`src/hw/rtl/ffe_pkg.sv`:
```
package ffe_pkg;

    localparam int DEFAULT_MAX_DELAY   = 262144;
    localparam int DEFAULT_SAMPLE_BITS = 24;

    localparam int DELAY_W    = 26;
    localparam int GAIN_W     = 16;
    localparam int MIX_W      = 17;
    localparam int FRAC_W     = 8;
    localparam int CFG_IDX_W  = 2;
    localparam int CFG_DATA_W = 26;

    localparam logic [DELAY_W-1:0] DELAY_RESET = '0;
    localparam logic [GAIN_W-1:0]  GAIN_RESET  = 16'd19661;
    localparam logic [MIX_W-1:0]   WET_RESET   = 17'd32768;
    localparam logic [MIX_W-1:0]   MIX_UNITY   = 17'd65536;

    typedef enum logic [CFG_IDX_W-1:0] {
        REG_DELAY    = 2'd0,
        REG_FEEDBACK = 2'd1,
        REG_WET      = 2'd2
    } reg_idx_t;

    typedef struct packed {
        logic [DELAY_W-1:0] delay_q8;
        logic [GAIN_W-1:0]  feedback_gain;
        logic [MIX_W-1:0]   wet_mix;
    } cfg_t;

    typedef enum logic [2:0] {
        ST_IDLE,
        ST_RD_A,
        ST_RD_B,
        ST_INTERP,
        ST_MUL_FB,
        ST_WRITE,
        ST_MUL_WET,
        ST_MIX
    } state_t;

endpackage

```
`src/hw/rtl/ffe_cfg_regs.sv`:
```
module ffe_cfg_regs (
    input  logic                               aclk,
    input  logic                               aresetn,
    input  logic                               cfg_valid,
    output logic                               cfg_ready,
    input  logic [ffe_pkg::CFG_IDX_W-1:0]      cfg_index,
    input  logic [ffe_pkg::CFG_DATA_W-1:0]     cfg_data,
    output ffe_pkg::cfg_t                      cfg
);

    ffe_pkg::cfg_t cfg_reg;

    assign cfg_ready = 1'b1;
    assign cfg       = cfg_reg;

    always_ff @(posedge aclk) begin
        if (!aresetn) begin
            cfg_reg.delay_q8      <= ffe_pkg::DELAY_RESET;
            cfg_reg.feedback_gain <= ffe_pkg::GAIN_RESET;
            cfg_reg.wet_mix       <= ffe_pkg::WET_RESET;
        end else if (cfg_valid) begin
            // unknown indexes are dropped
            case (ffe_pkg::reg_idx_t'(cfg_index))
                ffe_pkg::REG_DELAY: begin
                    cfg_reg.delay_q8 <= cfg_data[ffe_pkg::DELAY_W-1:0];
                end
                ffe_pkg::REG_FEEDBACK: begin
                    cfg_reg.feedback_gain <= cfg_data[ffe_pkg::GAIN_W-1:0];
                end
                ffe_pkg::REG_WET: begin
                    cfg_reg.wet_mix <= cfg_data[ffe_pkg::MIX_W-1:0];
                end
                default: begin
                end
            endcase
        end
    end

endmodule

```
`config.mk`:
```
export PLATFORM = sky130hd
export DESIGN_NAME = ffe_cfg_regs
export DESIGN_NICKNAME = d
export VERILOG_FILES = /design/src/hw/rtl/ffe_pkg.sv /design/src/hw/rtl/ffe_cfg_regs.sv
export SDC_FILE = /design/constraint.sdc
export NUM_CORES = 1
export LEC_CHECK = 0
export BUFFER_PORTS_ARGS = -buffer_cell sky130_fd_sc_hd__buf_2
export CORE_MARGIN = 3
export CORE_UTILIZATION = 35
export DETAILED_ROUTE_END_ITERATION = 10
export GPL_TIMING_DRIVEN = 0
export PLACE_DENSITY = 0.59
export RECOVER_POWER = 50
export SYNTH_ARGS = -nofsm -noshare
export SYNTH_HDL_FRONTEND = slang
export SYNTH_SLANG_ARGS = --single-unit
```
`constraint.sdc`:
```
create_clock -name aclk -period 2.6 [get_ports aclk]
set_clock_uncertainty 0.2 [all_clocks]
set_input_delay 0.26 -clock aclk [delete_from_list [all_inputs] [get_ports aclk]]
set_output_delay 0.26 -clock aclk [all_outputs]
set_load 0.01 [all_outputs]
```
After elaboration in Yosys (flattened, before gate mapping)
Cells that the tools add are included.
{"block": "totals", "input_bits": 31, "out_inout_bits": 60, "word_cells": 9, "regBits": 59}
{"block": "classes", "eq_ne": 2, "reduce_logical": 4}
{"operator": "AND reduction 2 bit", "n": 3}
{"operator": "equality test 2 x 1 -> 1 bit, second input constant", "n": 1}
{"operator": "equality test 2 bit, second input constant", "n": 1}
{"operator": "zero test 2 bit", "n": 1}

Logic depth before layout (Yosys ltp)
Gate-level depths: netlist of the first run.
{"block": "logic_depth", "ltp_word": 2, "mapped_depth": 5, "ltp_nobuf": 2}

Worst setup path before layout of the first run
No wires, ideal clock.
{"block": "synth_timing", "path_type": "input port to flip-flop", "start": "in cfg_valid", "end": "reg cfg_reg, in the netlist cfg[28]", "t_required_ps": 2280, "setup_ps": 120, "path_slack_ps": 1357, "cell_stages": 4, "n_path_buf": 2, "t_arrival_ps": 923, "path_cell_list": "buf_4 > nand3b_4 > buf_6 > a211o_1"}
{"block": "synth_between", "elab_chain_len": 1}
{"element": "from (decl)", "line_no": "ffe_cfg_regs.sv:4", "rtl": "input logic cfg_valid,"}
{"element": "AND reduction 2 bit (no source line)"}
{"element": "to (decl)", "line_no": "ffe_cfg_regs.sv:11", "rtl": "ffe_pkg::cfg_t cfg_reg;"}
Every way passes these cells.
A chain may end at the register's enable or synchronous reset.

==> results of run 1 <==
==> power breakdown <==
group	internal [mW]	total, mW	switching, mW	leakage (nW)
logic	0.0996	0.212	0.112	1.01
registers	0.939	0.955	0.0167	0.480
clock network	0.396	0.721	0.325	0.0905
==> cell type report <==
| type | count | area [µm²] | share of cell area (%) |
|---|---|---|---|
| plain buffers | 19 | 136 | 4.35 |
| clock buffers | 14 | 163 | 5.19 |
| clock inverters | 2 | 10.0 | 0.319 |
| inverters | 1 | 3.75 | 0.120 |
| multi-input cells | 148 | 1000 | 32.0 |
| flip-flops and latches | 59 | 1180 | 37.7 |
| well taps | 77 | 96.3 | 3.07 |
| repair buffers | 98 | 541 | 17.2 |
==> tightest hold or removal path, cell delays in order <==
cell and delay [ns]:
sky130_fd_sc_hd__buf_2 0.11, sky130_fd_sc_hd__nand2_1 0.06, sky130_fd_sc_hd__mux2i_1 0.06
==> routing by layer <==
layer | global-route usage [%] | wire [µm]
met1 | 21.7 | 2770
met2 | 24.3 | 2530
met3 | 3.76 | 297
met4 | 7.53 | 108
met5 | 0 | 0
==> kinds of logic after synthesis <==
logic type	after synthesis
compound gates	9
buf+inv	20
flops	59
mux	50
other cells	1
simple gates	88
==> cells in the final DEF, fill, tap and decap left out, types with 5 or more instances in the layout <==
cell / instances
sky130_fd_sc_hd__mux2i_1: 50
sky130_fd_sc_hd__clkbuf_1: 12
sky130_fd_sc_hd__dlygate4sd3_1: 10
sky130_fd_sc_hd__buf_4: 5
sky130_fd_sc_hd__dfxtp_1: 59
sky130_fd_sc_hd__a211o_1: 9
sky130_fd_sc_hd__nand2_1: 76
sky130_fd_sc_hd__buf_2: 88
sky130_fd_sc_hd__clkbuf_8: 11
sky130_fd_sc_hd__and4b_1: 7
==> worst paths after layout <==
path / cells past startpoint / to / slack [ns] / startpoint
max: 5 / cfg[50] / 1.14 / aresetn
min: 3 / cfg[36] / 0.02 / cfg_data[3]
max reg2reg: 1 / cfg[15] / 1.73 / cfg[15]
min reg2reg: 2 / cfg[9] / 0.26 / cfg[9]
==> impl_metrics.json, run 1 <==
{
  "synth-main-ff-cell": "sky130_fd_sc_hd__dfxtp_1",
  "grt_pass1_vias": 1922,
  "area_growth_syn_to_layout_pct": 34.4,
  "h_tree_depth": 3,
  "floorplan.die.width_um": 87.7,
  "dp.cells": 392,
  "cts_tree": "done",
  "globalRouteTotalUtil_pct": 16.1,
  "detailedPlacementHpwl_mm": 4.19,
  "io_pins": 91,
  "fillCellCount": 642,
  "grt_overflow_total": 0,
  "start_util_pct": 36.3,
  "post_cts.repair.setup_buffers": 0,
  "timing.fmax_mhz": 687,
  "final.setup.worst_slack_ns": 1.14,
  "synth.most_common_cell": "sky130_fd_sc_hd__nand2_1",
  "critical_path_buf_inv_count": 3,
  "cp_slowest_stage_delay_ns": 0.44,
  "cpLargestDelayFamily": "buffers and inverters",
  "synth_top_cells_by_area": "sky130_fd_sc_hd__dfxtp_1 (51%), sky130_fd_sc_hd__mux2i_1 (21%), sky130_fd_sc_hd__nand2_1 (12%)",
  "clk_pin_slew_worst_paths_ns": 0.06,
  "setup_tns_ns": 0,
  "final_antenna_net_count": 0,
  "post_synth_instance_area_um2": 2330,
  "num_antenna_cells": 0,
  "average_cell_area_after_synthesis_um2": 10.3,
  "ys.warnings.count": 0,
  "final.hold.worst_slack_ns": 0.0187,
  "cp-start-kind": "input port",
  "synth_edf_count": 0,
  "placement.cell_area_um2": 2870,
  "max-clock-path-buffers": 2,
  "synth_area_leader_cell": "sky130_fd_sc_hd__dfxtp_1",
  "max-vdd-ir-drop_v": 0.000379,
  "cts_hold_buf": 10,
  "yosys-mux-area-fraction_pct": 21.4,
  "yosys.cell_types.count": 16,
  "port-buffer-count": 88,
  "initialDrtViolationCount": 42,
  "largest_register_ffs": 59,
  "final_layout_size_suffix_gt1_share_pct": 34.0,
  "synth-compound-area-share_pct": 3.38,
  "post_drt_wl_per_cell_um": 13.7,
  "drt_wl_total_mm": 5.71,
  "post-synth-top-area-fraction_pct": 50.6,
  "die_outline_area_um2": 7680,
  "final_period_minus_worst_setup_slack_ns": 1.46,
  "hp-class": "in -> reg",
  "totalPowerFinal_mw": 1.89,
  "drt_pre_antenna_iters": 4,
  "grt_antenna_before_repair": 0,
  "post_layout_nonfiller_instances": 418,
  "via_count": 1928,
  "power.density_nw_per_um2": 602,
  "power.static_leakage_nw": 1.58,
  "route.detailed.drc": 0,
  "clock_latency_ns": 0.32,
  "synth_xor_area_share_pct": 0,
  "yosys_register_bits": 59,
  "core_area_um2": 6420,
  "placement_rows": 29,
  "worst-endpoint-required_ns": 2.66,
  "synth_simple_gate_area_share_pct": 18.1,
  "tritoncts.num_buffers": 9,
  "async_flop_share_pct": 0,
  "synth_top_family_by_area": "multiplexers",
  "synth.cells.most_frequent": "sky130_fd_sc_hd__nand2_1 (76), sky130_fd_sc_hd__dfxtp_1 (59), sky130_fd_sc_hd__mux2i_1 (50)",
  "cts_sinks": 59,
  "max_slew.worst_pin.slew_ns": 0.517,
  "worst-endpoint-arrival_ns": 1.51,
  "gp_routability_congestion": 0.734,
  "pre_cts_slack_ns": 1.13,
  "timing.critical_path.cells": "clkbuf_1, clkbuf_1, clkbuf_1, nand2_1, mux2i_1",
  "critical-path-slowest-cell": "sky130_fd_sc_hd__clkbuf_1",
  "worst-setup-path-type": "in -> reg",
  "synth_nets": 258,
  "worstPathMaxFanout": 10,
  "finalCoreUtilization_pct": 48.8,
  "ctsRootBufferMaster": "sky130_fd_sc_hd__clkbuf_8",
  "grt_first_pass_wirelength_mm": 9.45,
  "report.final.setup_viol": 0,
  "hold_violations": 0,
  "fin_nets": 367,
  "detail_route.vias_per_cell": 4.61,
  "status": "complete, no violations",
  "grt_setup_unrepaired": "no",
  "count_of_instances_resized_after_the_clock_tree_is_built": 0,
  "max_cap_violations": 0,
  "grt_max_degree": 11,
  "finalCritPeriodShare_pct": 56.0,
  "die_h_um": 87.7,
  "timing_max_transition_violations_final": 0,
  "synth_sequential_area_ratio_pct": 50.6,
  "timing.critical_path.to_type": "flop",
  "critical_path.most_common_cell": "sky130_fd_sc_hd__clkbuf_1",
  "relSlewSlack_pct": 65.6,
  "stdcell_area_um2": 3140,
  "netlist_instances": 227,
  "post_synth_fa_ha_maj_area_fraction_pct": 0
}
(Power assumes the default switching activity.)
==> run 2, diff against run 1 <==
--- a/config.mk
+++ b/config.mk
@@ -10,7 +10,7 @@
 export CORE_UTILIZATION = 35
 export DETAILED_ROUTE_END_ITERATION = 10
 export GPL_TIMING_DRIVEN = 0
-export PLACE_DENSITY = 0.59
+export PLACE_DENSITY = 0.61
 export RECOVER_POWER = 50
 export SYNTH_ARGS = -nofsm -noshare
 export SYNTH_HDL_FRONTEND = slang
==> constraint.sdc (replaced) <==
create_clock -name aclk -period 1.2 [get_ports aclk]
set_clock_uncertainty 0.2 [all_clocks]
set_input_delay 0.12 -clock aclk [delete_from_list [all_inputs] [get_ports aclk]]
set_output_delay 0.12 -clock aclk [all_outputs]
set_load 0.01 [all_outputs]
==> run 2 against run 1 <==
The run now ends with hold timing left. Critical path depth decreased by 2. Die area did not move. Total power up 120%. Critical endpoint is now cfg[24]. Largest power group unchanged. Highest routed layer unchanged.
==> impl_metrics.json, run 2 (same netlist as run 1, synthesis figures left out) <==
{
  "timing_max_transition_violations_final": 0,
  "die_outline_area_um2": 7680,
  "start_util_pct": 36.3,
  "cp-start-kind": "input port",
  "finalCritPeriodShare_pct": 95.1,
  "count_of_instances_resized_after_the_clock_tree_is_built": 0,
  "clock_latency_ns": 0.33,
  "grt_setup_unrepaired": "no",
  "initialDrtViolationCount": 46,
  "post_cts.repair.setup_buffers": 0,
  "worst-r2r-setup-slack_ns": 0.33,
  "worst-endpoint-arrival_ns": 1.16,
  "hold_depth": 3,
  "power.density_nw_per_um2": 1250,
  "ctsRootBufferMaster": "sky130_fd_sc_hd__clkbuf_8",
  "port-buffer-count": 88,
  "final_layout_size_suffix_gt1_share_pct": 32.7,
  "power.static_leakage_nw": 1.63,
  "final_antenna_net_count": 0,
  "area_growth_syn_to_layout_pct": 39.2,
  "grt_max_degree": 11,
  "path_depth_of_the_worst_reg2reg_path": 1,
  "globalRouteTotalUtil_pct": 16.4,
  "final_common_cell": "sky130_fd_sc_hd__buf_2",
  "hold_violations": 4,
  "status": "finished, violations left",
  "clk_pin_slew_worst_paths_ns": 0.06,
  "final_period_minus_worst_setup_slack_ns": 1.14,
  "detail_route.vias_per_cell": 4.56,
  "largest_register_ffs": 59,
  "worst_r2r_startpoint": "cfg[15]",
  "totalPowerFinal_mw": 4.07,
  "gp_routability_congestion": 0.727,
  "max_cap_violations": 0,
  "floorplan.die.width_um": 87.7,
  "fin_nets": 379,
  "grt_first_pass_wirelength_mm": 9.53,
  "detailedPlacementHpwl_mm": 4.19,
  "post_drt_wl_per_cell_um": 13.8,
  "drt_wl_total_mm": 5.93,
  "worst-setup-path-type": "in -> reg",
  "cts_sinks": 59,
  "final.hold.worst_slack_ns": -0.114,
  "hp-class": "in -> reg",
  "multi_input_gate_area_in_the_final_layout_um2": 1000,
  "num_antenna_cells": 0,
  "cts_tree": "done",
  "timing.fmax_mhz": 877,
  "timing.critical_path.to_type": "flop",
  "max-vdd-ir-drop_v": 0.000550,
  "core_area_um2": 6420,
  "max_slew.worst_pin.slew_ns": 0.509,
  "worst_setup_ep": "cfg[24]",
  "tritoncts.num_buffers": 9,
  "drt_pre_antenna_iters": 4,
  "rr_endpoint": "cfg[15]",
  "die_h_um": 87.7,
  "io_pins": 91,
  "grt_antenna_before_repair": 0,
  "route.detailed.drc": 0,
  "worstPathMaxFanout": 2,
  "max-clock-path-buffers": 2,
  "report.final.setup_viol": 0,
  "grt_pass1_vias": 1894,
  "relSlewSlack_pct": 66.1,
  "placement_rows": 29,
  "worst-endpoint-required_ns": 1.21,
  "timing.critical_path.from": "cfg_data[7]",
  "placement.cell_area_um2": 2870,
  "stdcell_area_um2": 3250,
  "fillCellCount": 641,
  "mostFrequentLayoutCells": "sky130_fd_sc_hd__buf_2 (85), sky130_fd_sc_hd__nand2_1 (76), sky130_fd_sc_hd__dfxtp_1 (59)",
  "area.sequential_um2": 1180,
  "via_count": 1957,
  "h_tree_depth": 3,
  "grt_overflow_total": 0,
  "failed_checks": "hold timing"
}
[run 2: worst min-delay path by stage]
stage	from	endpoint
detailed placement	cfg_data[19]	cfg[52]
global route	cfg_data[3]	cfg[3]
CTS	cfg_data[3]	cfg[3]
global placement	cfg_data[22]	cfg[55]
finish	cfg_data[3]	cfg[36]
floorplan	cfg_data[17]	cfg[50]
[run 2: critical path: stages]
cell and delay (ns):
sky130_fd_sc_hd__dlygate4sd3_1 0.57, sky130_fd_sc_hd__and4b_1 0.21, sky130_fd_sc_hd__a211o_1 0.25
[run 2: routing by layer]
layer / vias to the layer above / part of all wire, % / track usage (%)
li1: 1006 / - / -
met4: 0 / 2.3 / 8.37
met5: - / 0 / 0
met1: 884 / 47 / 21.1
met3: 10 / 4.4 / 3.20
met2: 57 / 46 / 26.2
[run 2: what timing repair did]
action / CTS / global route
hold buffers: 23 / 2
endpoints found under the setup margin: 0 / 3
hold endpoints to repair: 56 / 7
[run 2: area by class of cell]
class                   count  share of cell area [%]
inverters                   1                   0.116
flip-flops and latches     59                    36.3
well taps                  77                    2.96
repair buffers            110                    20.7
clock inverters             3                   0.462
plain buffers              19                    4.00
clock buffers              12                    4.47
multi-input cells         148                    30.9
[run 2: per-stage QoR]
step	instances	setup TNS, ns	setup WS (ns)	util (%)
6_report	429	0	0.0591	50.6
5_1_grt	429	0	0.0155	50.6
4_1_cts	430	0	0.00738	50.8
3_5_place_dp	392	-3.87	-0.124	44.7
3_3_place_gp	392	-3.24	-0.125	44.7
2_1_floorplan	227	0	0.0974	-
[run 2: where the power goes]
part           leakage (nW)  switching, mW  total, mW  internal [mW]
Combinational          1.06          0.247      0.490          0.242
Clock                0.0860          0.729       1.51          0.784
Sequential            0.480         0.0358       2.07           2.03
