==> config.mk <==
export PLATFORM = sky130hd
export DESIGN_NAME = ffe_datapath
export DESIGN_NICKNAME = d
export VERILOG_FILES = /design/src/hw/rtl/ffe_pkg.sv /design/src/hw/rtl/ffe_datapath.sv
export SDC_FILE = /design/constraint.sdc
export NUM_CORES = 2
export LEC_CHECK = 0
export ABC_AREA = 1
export BUFFER_PORTS_ARGS = -buffer_cell sky130_fd_sc_hd__buf_2
export CAP_MARGIN = 20
export CORE_MARGIN = 2
export CORE_UTILIZATION = 59
export CTS_CLUSTER_SIZE = 25
export DETAILED_ROUTE_END_ITERATION = 7
export PLACE_DENSITY = 0.89
export SLEW_MARGIN = 5
export SYNTH_ARGS = -nofsm -noshare
export SYNTH_HDL_FRONTEND = slang
export SYNTH_SLANG_ARGS = --single-unit
==> constraint.sdc <==
create_clock -name aclk -period 7.6 [get_ports aclk]
set_input_delay 1.52 -clock aclk [delete_from_list [all_inputs] [get_ports aclk]]
set_output_delay 1.52 -clock aclk [all_outputs]
set_load 0.05 [all_outputs]
==> src/hw/rtl/ffe_pkg.sv <==
package ffe_pkg;

    localparam int DEFAULT_MAX_DELAY   = 262144;
    localparam int DEFAULT_SAMPLE_BITS = 24;

    localparam int DELAY_W    = 26;
    localparam int GAIN_W     = 16;
    localparam int MIX_W      = 17;
    localparam int FRAC_W     = 8;
    localparam int CFG_IDX_W  = 2;
    localparam int CFG_DATA_W = 26;

    localparam logic [DELAY_W-1:0] DELAY_RESET = '0;
    localparam logic [GAIN_W-1:0]  GAIN_RESET  = 16'd19661;
    localparam logic [MIX_W-1:0]   WET_RESET   = 17'd32768;
    localparam logic [MIX_W-1:0]   MIX_UNITY   = 17'd65536;

    typedef enum logic [CFG_IDX_W-1:0] {
        REG_DELAY    = 2'd0,
        REG_FEEDBACK = 2'd1,
        REG_WET      = 2'd2
    } reg_idx_t;

    typedef struct packed {
        logic [DELAY_W-1:0] delay_q8;
        logic [GAIN_W-1:0]  feedback_gain;
        logic [MIX_W-1:0]   wet_mix;
    } cfg_t;

    typedef enum logic [2:0] {
        ST_IDLE,
        ST_RD_A,
        ST_RD_B,
        ST_INTERP,
        ST_MUL_FB,
        ST_WRITE,
        ST_MUL_WET,
        ST_MIX
    } state_t;

endpackage

==> src/hw/rtl/ffe_datapath.sv <==
module ffe_datapath #(
    parameter int MAX_DELAY   = ffe_pkg::DEFAULT_MAX_DELAY,
    parameter int SAMPLE_BITS = ffe_pkg::DEFAULT_SAMPLE_BITS,
    localparam int ADDR_W     = $clog2(MAX_DELAY)
) (
    input  logic                          aclk,
    input  logic                          aresetn,
    input  ffe_pkg::cfg_t                 cfg,
    input  logic                          s_valid,
    output logic                          s_ready,
    input  logic signed [SAMPLE_BITS-1:0] s_sample,
    output logic                          m_valid,
    input  logic                          m_ready,
    output logic signed [SAMPLE_BITS-1:0] m_sample,
    output logic                          mem_rd_en,
    output logic [ADDR_W-1:0]             mem_rd_addr,
    input  logic signed [SAMPLE_BITS-1:0] mem_rd_data,
    output logic                          mem_wr_en,
    output logic [ADDR_W-1:0]             mem_wr_addr,
    output logic signed [SAMPLE_BITS-1:0] mem_wr_data
);

    localparam int SB   = SAMPLE_BITS;
    localparam int FW   = ffe_pkg::FRAC_W;
    localparam int DQ_W = (ADDR_W + FW > ffe_pkg::DELAY_W) ? ADDR_W + FW : ffe_pkg::DELAY_W;
    localparam int IW   = SB + 11;
    localparam int OPW  = ffe_pkg::MIX_W + 1;
    localparam int PW   = SB + OPW;
    localparam int SW   = SB + 2;

    localparam logic [DQ_W-1:0]         DMAX   = DQ_W'((MAX_DELAY - 1) * 256);
    localparam logic [ADDR_W:0]         MAX_E  = (ADDR_W + 1)'(MAX_DELAY);
    localparam logic [ADDR_W-1:0]       LAST   = ADDR_W'(MAX_DELAY - 1);
    localparam logic signed [IW-1:0]    I_HALF = IW'(128);
    localparam logic signed [PW:0]      Q_HALF = (PW + 1)'(32768);
    localparam logic signed [SW-1:0]    SAT_MAX = {3'b000, {(SB - 1){1'b1}}};
    localparam logic signed [SW-1:0]    SAT_MIN = {3'b111, {(SB - 1){1'b0}}};

    ffe_pkg::state_t state_reg, state_next;

    logic signed [SB-1:0] x_reg;
    logic [FW-1:0]        df_reg;
    logic [ADDR_W-1:0]    addr_a_reg, addr_b_reg;
    logic                 ok_a_reg, ok_b_reg;
    logic signed [SB-1:0] v1_reg;
    logic signed [SB-1:0] delayed_reg;
    logic signed [PW-1:0] p_reg, acc_reg;
    logic [ADDR_W-1:0]    wp_reg;
    logic                 wrapped_reg;
    logic                 m_valid_reg;
    logic signed [SB-1:0] m_sample_reg;

    logic                 out_load;

    // delay clamp and address generation
    logic [DQ_W-1:0]      d_ext, d_cl;
    logic [ADDR_W:0]      age_a, age_b, wp_e;
    logic [ADDR_W-1:0]    addr_a_c, addr_b_c;
    logic [ffe_pkg::MIX_W-1:0] wet_c, dry_c;

    // arithmetic
    logic signed [SB-1:0] v2_c;
    logic signed [SB:0]   diff_c;
    logic signed [IW-1:0] interp_c;
    logic signed [SB-1:0] mul_a;
    logic signed [OPW-1:0] mul_b;
    logic signed [PW-1:0] mul_p;
    logic signed [PW-1:0] fb_shift;
    logic signed [SW-1:0] fb_sum;
    logic signed [SB-1:0] fb_sat;
    logic signed [PW:0]   mix_sum;
    logic signed [SW-1:0] mix_shift;
    logic signed [SB-1:0] mix_sat;

    always_comb begin
        d_ext = DQ_W'(cfg.delay_q8);
        if (d_ext == '0) begin
            d_cl = DQ_W'(1);
        end else if (d_ext > DMAX) begin
            d_cl = DMAX;
        end else begin
            d_cl = d_ext;
        end
        age_a = {1'b0, d_cl[ADDR_W+FW-1:FW]};
        age_b = age_a + 1'b1;
        wp_e  = {1'b0, wp_reg};
        addr_a_c = (wp_e >= age_a) ? ADDR_W'(wp_e - age_a) : ADDR_W'(wp_e + MAX_E - age_a);
        addr_b_c = (wp_e >= age_b) ? ADDR_W'(wp_e - age_b) : ADDR_W'(wp_e + MAX_E - age_b);
        wet_c = (cfg.wet_mix > ffe_pkg::MIX_UNITY) ? ffe_pkg::MIX_UNITY : cfg.wet_mix;
        dry_c = ffe_pkg::MIX_UNITY - wet_c;
    end

    // next state
    always_comb begin
        state_next = state_reg;
        case (state_reg)
            ffe_pkg::ST_IDLE:    if (s_valid) state_next = ffe_pkg::ST_RD_A;
            ffe_pkg::ST_RD_A:    state_next = ffe_pkg::ST_RD_B;
            ffe_pkg::ST_RD_B:    state_next = ffe_pkg::ST_INTERP;
            ffe_pkg::ST_INTERP:  state_next = ffe_pkg::ST_MUL_FB;
            ffe_pkg::ST_MUL_FB:  state_next = ffe_pkg::ST_WRITE;
            ffe_pkg::ST_WRITE:   state_next = ffe_pkg::ST_MUL_WET;
            ffe_pkg::ST_MUL_WET: state_next = ffe_pkg::ST_MIX;
            ffe_pkg::ST_MIX:     if (!m_valid_reg || m_ready) state_next = ffe_pkg::ST_IDLE;
            default:             state_next = ffe_pkg::ST_IDLE;
        endcase
    end

    // state outputs
    always_comb begin
        s_ready     = 1'b0;
        mem_rd_en   = 1'b0;
        mem_rd_addr = addr_a_reg;
        mem_wr_en   = 1'b0;
        out_load    = 1'b0;
        mul_a       = delayed_reg;
        mul_b       = '0;
        case (state_reg)
            ffe_pkg::ST_IDLE: begin
                s_ready = 1'b1;
            end
            ffe_pkg::ST_RD_A: begin
                mem_rd_en = 1'b1;
            end
            ffe_pkg::ST_RD_B: begin
                mem_rd_en   = 1'b1;
                mem_rd_addr = addr_b_reg;
            end
            ffe_pkg::ST_MUL_FB: begin
                mul_b = OPW'(cfg.feedback_gain);
            end
            ffe_pkg::ST_WRITE: begin
                mem_wr_en = 1'b1;
                mul_a     = x_reg;
                mul_b     = OPW'(dry_c);
            end
            ffe_pkg::ST_MUL_WET: begin
                mul_b = OPW'(wet_c);
            end
            ffe_pkg::ST_MIX: begin
                out_load = !m_valid_reg || m_ready;
            end
            default: begin
            end
        endcase
    end

    always_comb begin
        v2_c     = ok_b_reg ? mem_rd_data : '0;
        diff_c   = (SB + 1)'(v2_c) - (SB + 1)'(v1_reg);
        interp_c = (IW'(v1_reg) <<< FW) + IW'(diff_c) * IW'($signed({1'b0, df_reg})) + I_HALF;

        mul_p = PW'(mul_a) * PW'(mul_b);

        fb_shift = (p_reg + PW'(Q_HALF)) >>> 16;
        fb_sum   = SW'(x_reg) + SW'(fb_shift);
        if (fb_sum > SAT_MAX) begin
            fb_sat = SB'(SAT_MAX);
        end else if (fb_sum < SAT_MIN) begin
            fb_sat = SB'(SAT_MIN);
        end else begin
            fb_sat = SB'(fb_sum);
        end

        mix_sum   = (PW + 1)'(acc_reg) + (PW + 1)'(p_reg) + Q_HALF;
        mix_shift = SW'(mix_sum >>> 16);
        if (mix_shift > SAT_MAX) begin
            mix_sat = SB'(SAT_MAX);
        end else if (mix_shift < SAT_MIN) begin
            mix_sat = SB'(SAT_MIN);
        end else begin
            mix_sat = SB'(mix_shift);
        end
    end

    assign mem_wr_addr = wp_reg;
    assign mem_wr_data = fb_sat;
    assign m_valid     = m_valid_reg;
    assign m_sample    = m_sample_reg;

    // control state
    always_ff @(posedge aclk) begin
        if (!aresetn) begin
            state_reg   <= ffe_pkg::ST_IDLE;
            wp_reg      <= '0;
            wrapped_reg <= 1'b0;
            m_valid_reg <= 1'b0;
        end else begin
            state_reg <= state_next;
            if (mem_wr_en) begin
                wp_reg <= (wp_reg == LAST) ? '0 : wp_reg + 1'b1;
                if (wp_reg == LAST) begin
                    wrapped_reg <= 1'b1;
                end
            end
            if (out_load) begin
                m_valid_reg <= 1'b1;
            end else if (m_ready) begin
                m_valid_reg <= 1'b0;
            end
        end
    end

    // payload
    always_ff @(posedge aclk) begin
        if (s_ready && s_valid) begin
            x_reg      <= s_sample;
            df_reg     <= d_cl[FW-1:0];
            addr_a_reg <= addr_a_c;
            addr_b_reg <= addr_b_c;
            // entries never written since reset read as zero
            ok_a_reg   <= wrapped_reg || (addr_a_c < wp_reg);
            ok_b_reg   <= wrapped_reg || (addr_b_c < wp_reg);
        end
        if (state_reg == ffe_pkg::ST_RD_B) begin
            v1_reg <= ok_a_reg ? mem_rd_data : '0;
        end
        if (state_reg == ffe_pkg::ST_INTERP) begin
            delayed_reg <= SB'(interp_c >>> FW);
        end
        if (state_reg == ffe_pkg::ST_MUL_FB || state_reg == ffe_pkg::ST_WRITE
                || state_reg == ffe_pkg::ST_MUL_WET) begin
            p_reg <= mul_p;
        end
        if (state_reg == ffe_pkg::ST_MUL_WET) begin
            acc_reg <= p_reg;
        end
        if (out_load) begin
            m_sample_reg <= mix_sat;
        end
    end

endmodule

# Word-level counts from Yosys, hierarchy flattened
# Index checks and enable logic that the tools add are counted.
# op_classes
eq_ne,10
mul,2
addsub,15
n_lt_le_gt_ge,10
reduce_logical,14
muxes,22
# op_table
operator,n
two-way mux 24 bit,5
adder 42 x 17 -> 42 bit (second input constant),2
two-way mux 18 bit,4
subtractor 18 bit,4
greater-than comparator 26 x 24 -> 1 bit (second input constant),2
less-than comparator 26 x 24 -> 1 bit (second input constant),2
two-way mux 26 bit,2
one-hot mux 17 bit (3 select lines),1
adder 42 bit,1
multiplier 24 x 18 -> 42 bit,1
adder 18 x 1 -> 18 bit (second input constant),2
less-than comparator 18 bit,2
adder 32 bit,1
adder 32 x 9 -> 32 bit (second input constant),1
multiplier 25 x 9 -> 32 bit,1
adder 24 x 26 -> 26 bit,1
greater-than comparator 26 bit (second input constant),1
zero test 26 bit,1
subtractor 24 x 24 -> 25 bit,1
one-hot mux 3 bit (8 select lines),1
adder 18 x 1 -> 19 bit (second input constant),1
greater-or-equal comparator 18 x 19 -> 1 bit,1
equality test 18 bit (second input constant),1
greater-or-equal comparator 18 bit,1
other kinds (16),33
# word_totals
word_cells,89
register_bits,249
output_inout_bits,88
inputBits,111

# Logic depth before layout (Yosys ltp)
# depth
depth_word,8
depth_mapped,41
depth_no_buf,38

# Least setup slack after synthesis
# Ideal clock, no wire load.
# synth_path
path_type,register to register
start,reg state_reg[2]
end,reg p_reg[41] (data pin)
synth_period_minus_slack_ns,8.171
setup_ns,0.261
stages_incl_launch_ff,30
setup_slack_ns,-0.571
required_time_ns,7.339
arrival_time_ns,7.910
path_buffers,1
path_cell_list,dfxtp_1 > inv_2 > nor3_2 > inv_1 > clkbuf_1 > o21ai_0 > inv_1 > nand2_1 > inv_1 > nor2_1 > inv_1 > fa_1 > inv_1 > fa_1 > fa_1 > fa_1 > fa_1 > inv_1 > fa_1 > inv_1 > ha_1 > nand2_1 > nor2_1 > inv_1 > nor2_1 > inv_1 > nor3_1 > nand3_1 > nand3_1 > xor2_1
# synth_between
elab_chain_len,3
elab_cells_between_ends,6
classes_between,mul: 1; eq/ne: 3; mux: 2
# synth_lines
item,line,rtl
from (decl),ffe_datapath.sv:39,"ffe_pkg::state_t state_reg, state_next;"
from (signal assigned),ffe_datapath.sv:184,state_reg <= ffe_pkg::ST_IDLE;
from (signal assigned),ffe_datapath.sv:189,state_reg <= state_next;
equality test 3 bit,ffe_datapath.sv:118,case (state_reg)
one-hot mux 17 bit (3 select lines) or two-way mux 24 bit (tied branches),ffe_datapath.sv:118,
multiplier 24 x 18 -> 42 bit *,ffe_datapath.sv:153,mul_p = PW'(mul_a) * PW'(mul_b);
named net mul_p[41],ffe_datapath.sv:67,logic signed [PW-1:0] mul_p;
to (signal assigned),ffe_datapath.sv:223,p_reg <= mul_p;
to (decl),ffe_datapath.sv:47,"logic signed [PW-1:0] p_reg, acc_reg;"
# Mark *: on every way through the listed nets, which the timed path passes. The rest lies on a longest branch.
# A chain may end at the register's enable or synchronous reset.

# Worst setup path after layout
# layout_path
start,in cfg[6] in the netlist's numbering
end,reg p_reg[40] (data pin)
# layout_between
elab_chain_len,5
# layout_lines
item,line,rtl
from (decl),ffe_datapath.sv:8,"input ffe_pkg::cfg_t cfg,"
greater-than comparator 17 bit,ffe_datapath.sv:89,wet_c = (cfg.wet_mix > ffe_pkg::MIX_UNITY) ? ffe_pkg::MIX_UNITY : cfg.wet_mix;
two-way mux 17 bit *,ffe_datapath.sv:89,
subtractor 17 bit,ffe_datapath.sv:90,dry_c = ffe_pkg::MIX_UNITY - wet_c;
one-hot mux 17 bit (3 select lines) *,ffe_datapath.sv:118,
multiplier 24 x 18 -> 42 bit *,ffe_datapath.sv:153,
named net mul_p[40],ffe_datapath.sv:67,
# Marks and branches as above.

==> key figures <==
Yosys
  – Count of state elements after synthesis: 249
  – Seq/Total Area, Yosys: 0.1723
  – Yosys warnings: 0
  – Post-synth net total: 6441
  – Post-synth top area share: 0.2756
  – Area contributors post-synth: fa_1, edfxtp_1, nand2_1
  – Syn Std Cell Area: 42060 um2
  – Syn Inst Count: 5387
  – Netlist cell types: 60
  – Async S/R FF share, synth: 0
  – Top_reg_cell synth: edfxtp_1
  – Syn Area/Cell: 7.807 um2
  – Post-synth EDFFs: 226
  – Largest area contributor in the netlist: fa_1

Placement
  – Port-buffer cells: 198
  – Placed Area: 47400 um2
  – Placed insts: 6842
  – GP Congestion: 1.026
  – Post-DP HPWL: 107.6 mm

Power and ir drop
  – Leakage Power: 25.83 nW
  – Power per cell area: 405.7 nW/um2
  – Total power: 0.02000 W
  – Clock power share: 0.074
  – Sw frac: 0.4926
  – Internal power: 0.01015 W
  – Worst VDD drop: 0.7711 mV
  – Net Switching: 0.009854 W
  – Seq pwr share: 0.115
  – Share of total power in combinational logic: 0.811

Global route
  – All-Layer GR Usage: 0.3543
  – GR met2 Demand/Resource: 0.6042
  – Met1 Resource Use GR: 0.4278
  – Gr ovfl total: 0
  – First-pass GRT wire length: 205.7 mm
  – GRT Max-Usage Layer: met2
  – Initial antenna violation count: 6
  – Largest net degree at the start of global routing: 47
  – Met3 Usage GRT: 0.06435
  – Vias in the first global route: 39.76k

Flow run
  – # Max-Cap Violations: 0

Min path
  – Hold_sp: p_reg[9]
  – WHS Path Cells: 0
  – Hold WC Path Type: register to register
  – Hold EP: acc_reg[9]

Timing
  – Hold WS: 0.4634 ns
  – Fin crit share: 0.9900
  – Worst clock skew: 0.01843 ns
  – Pins over their slew limit: 0
  – Fin crit period: 7.524 ns
  – RSZ-0062 raised after global routing: true
  – Worst Tran Pin Value: 0.9187 ns
  – Max-slew headroom: 0.3869
  – Finish-stage setup viols: 0
  – Fmax: 0.1329 GHz
  – Final Hold Violating Endpoints: 0

Worst setup path
  – Startpoint Class: input pin
  – CP max stage delay: 0.57 ns
  – CP Data Arrival Time: 7.89 ns
  – Reg2reg start: state_reg[2]
  – Reg-to-reg slack, setup: 0.28 ns
  – Crit path max fanout: 13
  – Crit. End Element: register
  – FF-to-FF End: p_reg[27]
  – Worst Path Required: 7.96 ns
  – CP dominant cell by count: fa_1
  – WS Path Type: input pin to register
  – Highest-delay cell along the critical path: fa_1
  – FF-to-FF path depth: 24

Floorplan
  – Die width: 271.0 um
  – Die Y: 271.0 um
  – Row cnt: 97
  – Die ar.: 73430 um2
  – IO Count: 199
  – Core region area: 70270 um2
  – Initial Util: 0.5985

Detailed routing
  – Antenna-violating nets left: 0
  – Vias per cell: 5.559
  – Total number of vias: 38.49k
  – Pre-antenna DRT Iters: 6
  – Post-Route WL: 130.7 mm
  – WL/cell: 18.88 um
  – Remaining design rule violation count: 0
  – Detailed Route Iter0 Violations: 3459

Run status
  – Run status: complete, no violations

CTS
  – H-tree lvl count: 1
  – Clk root buf: clkbuf_16
  – Clock sink total: 249
  – Clk_lat worst skew: 0.61 ns
  – # hold bufs at CTS: 0
  – Num CTS Buffers: 30
  – Reg clk slew, reported paths: 0.07 ns
  – CTS tree: built
  – Maximum buffer depth of the clock tree: 3

Cells and area
  – Fin cells: 6923
  – Area grow syn2layout: 17.23%
  – Fin area: 49300 um2
  – ANT cells: 0
  – Nets@finish: 7013
  – Layout cells sized above 1: 0.1616
[worst max-delay path by stage]
stage,start,endpoint,slack (ns),cells after the start
after global placement,cfg[2],p_reg[40],-0.52,32
final,cfg[6],p_reg[40],0.08,34
after global routing,cfg[0],p_reg[41],-0.22,34
after floorplan,cfg[0],p_reg[33],-0.04,36
after CTS,cfg[2],p_reg[41],0.03,33
after detailed placement,cfg[2],p_reg[41],-0.67,33
[metrics by stage]
step / utilization / setup WS (ns) / TNS [ns]
floorplan: - / -0.04239 / -0.09288
global placement: 0.6745 / -0.5180 / -13.25
detailed placement: 0.6745 / -0.6692 / -19.41
CTS: 0.6890 / 0.02938 / 0
global route: 0.7016 / -0.2208 / -2.642
finish: 0.7016 / 0.07596 / 0
[synthesized netlist by cell type, drive strengths merged, types with 9 or more instances]
library cell / instances
o21a: 11
clkbuf: 46
a21o: 15
nand2: 1235
fa: 579
edfxtp: 226
nand3: 168
a31oi: 16
nand4: 46
dfxtp: 23
xnor2: 58
nor2: 522
o21ai: 170
ha: 364
or2: 34
o21bai: 21
nor3: 58
clkinv: 9
xor2: 138
a21oi: 321
buf: 50
inv: 1206
nor4: 16
[critical path: cells and delay by family]
| family | cells | cell delay [ns] |
|---|---|---|
| AO/OA/AOI/OAI | 5 | 0.70 |
| XOR/XNOR | 1 | 0.15 |
| adder cells (fa/ha/maj) | 7 | 3.34 |
| buffers and inverters | 11 | 1.17 |
| AND/OR/NAND/NOR | 10 | 1.00 |
[power by group through the flow]
stage	combinational (W)	clock [W]	sequential, W
detailed placement	0.0157	0	0.00232
CTS	0.0158	0.00149	0.00229
floorplan	0.00945	0	0.00229
global placement	0.0151	0	0.00232
global route	0.0179	0.00155	0.00230
finish	0.0162	0.00148	0.00229
[final cells by class]
cell class,instances,area (um2)
fill,5375,20970
tap,940,1176
inverter,1215,4581
clock inverter,18,211.5
sequential,249,7247
multi-input combinational,3828,30750
clock buffer,38,800.8
timing repair buffer,635,4533
[layout by cell type (no fill, tap or decap), drive strengths merged, types with 21 or more instances in the layout]
master	count
a21oi	321
xnor2	58
buf	632
nor3	58
nor2	522
ha	364
nand3	168
o21ai	170
or2	34
clkbuf	41
edfxtp	226
nand4	46
o21bai	21
xor2	138
inv	1210
fa	579
dfxtp	23
nand2	1236
[what timing repair did]
| action | in CTS | in global routing |
|---|---|---|
| resized for setup | 3 | 178 |
| cloned | 0 | 4 |
| buffers inserted | 0 | 21 |
| pin swaps | 2 | 67 |
| setup endpoints to repair | 4 | 43 |
[per-layer routing]
layer | vias up | part of all wire
li1 | 17767 | -
met1 | 18347 | 0.37
met2 | 1851 | 0.48
met3 | 516 | 0.083
met4 | 4 | 0.066
met5 | - | 0.00022
[cells by family after synthesis]
kind of cell / after synthesis / synth area share
compound gates: 597 / 0.08054
buf+inv: 1311 / 0.1201
fa+ha+maj: 943 / 0.3839
flops: 249 / 0.1723
simple gates: 2091 / 0.2023
xor+xnor: 196 / 0.04082
Power figures use the tool's default switching activity.
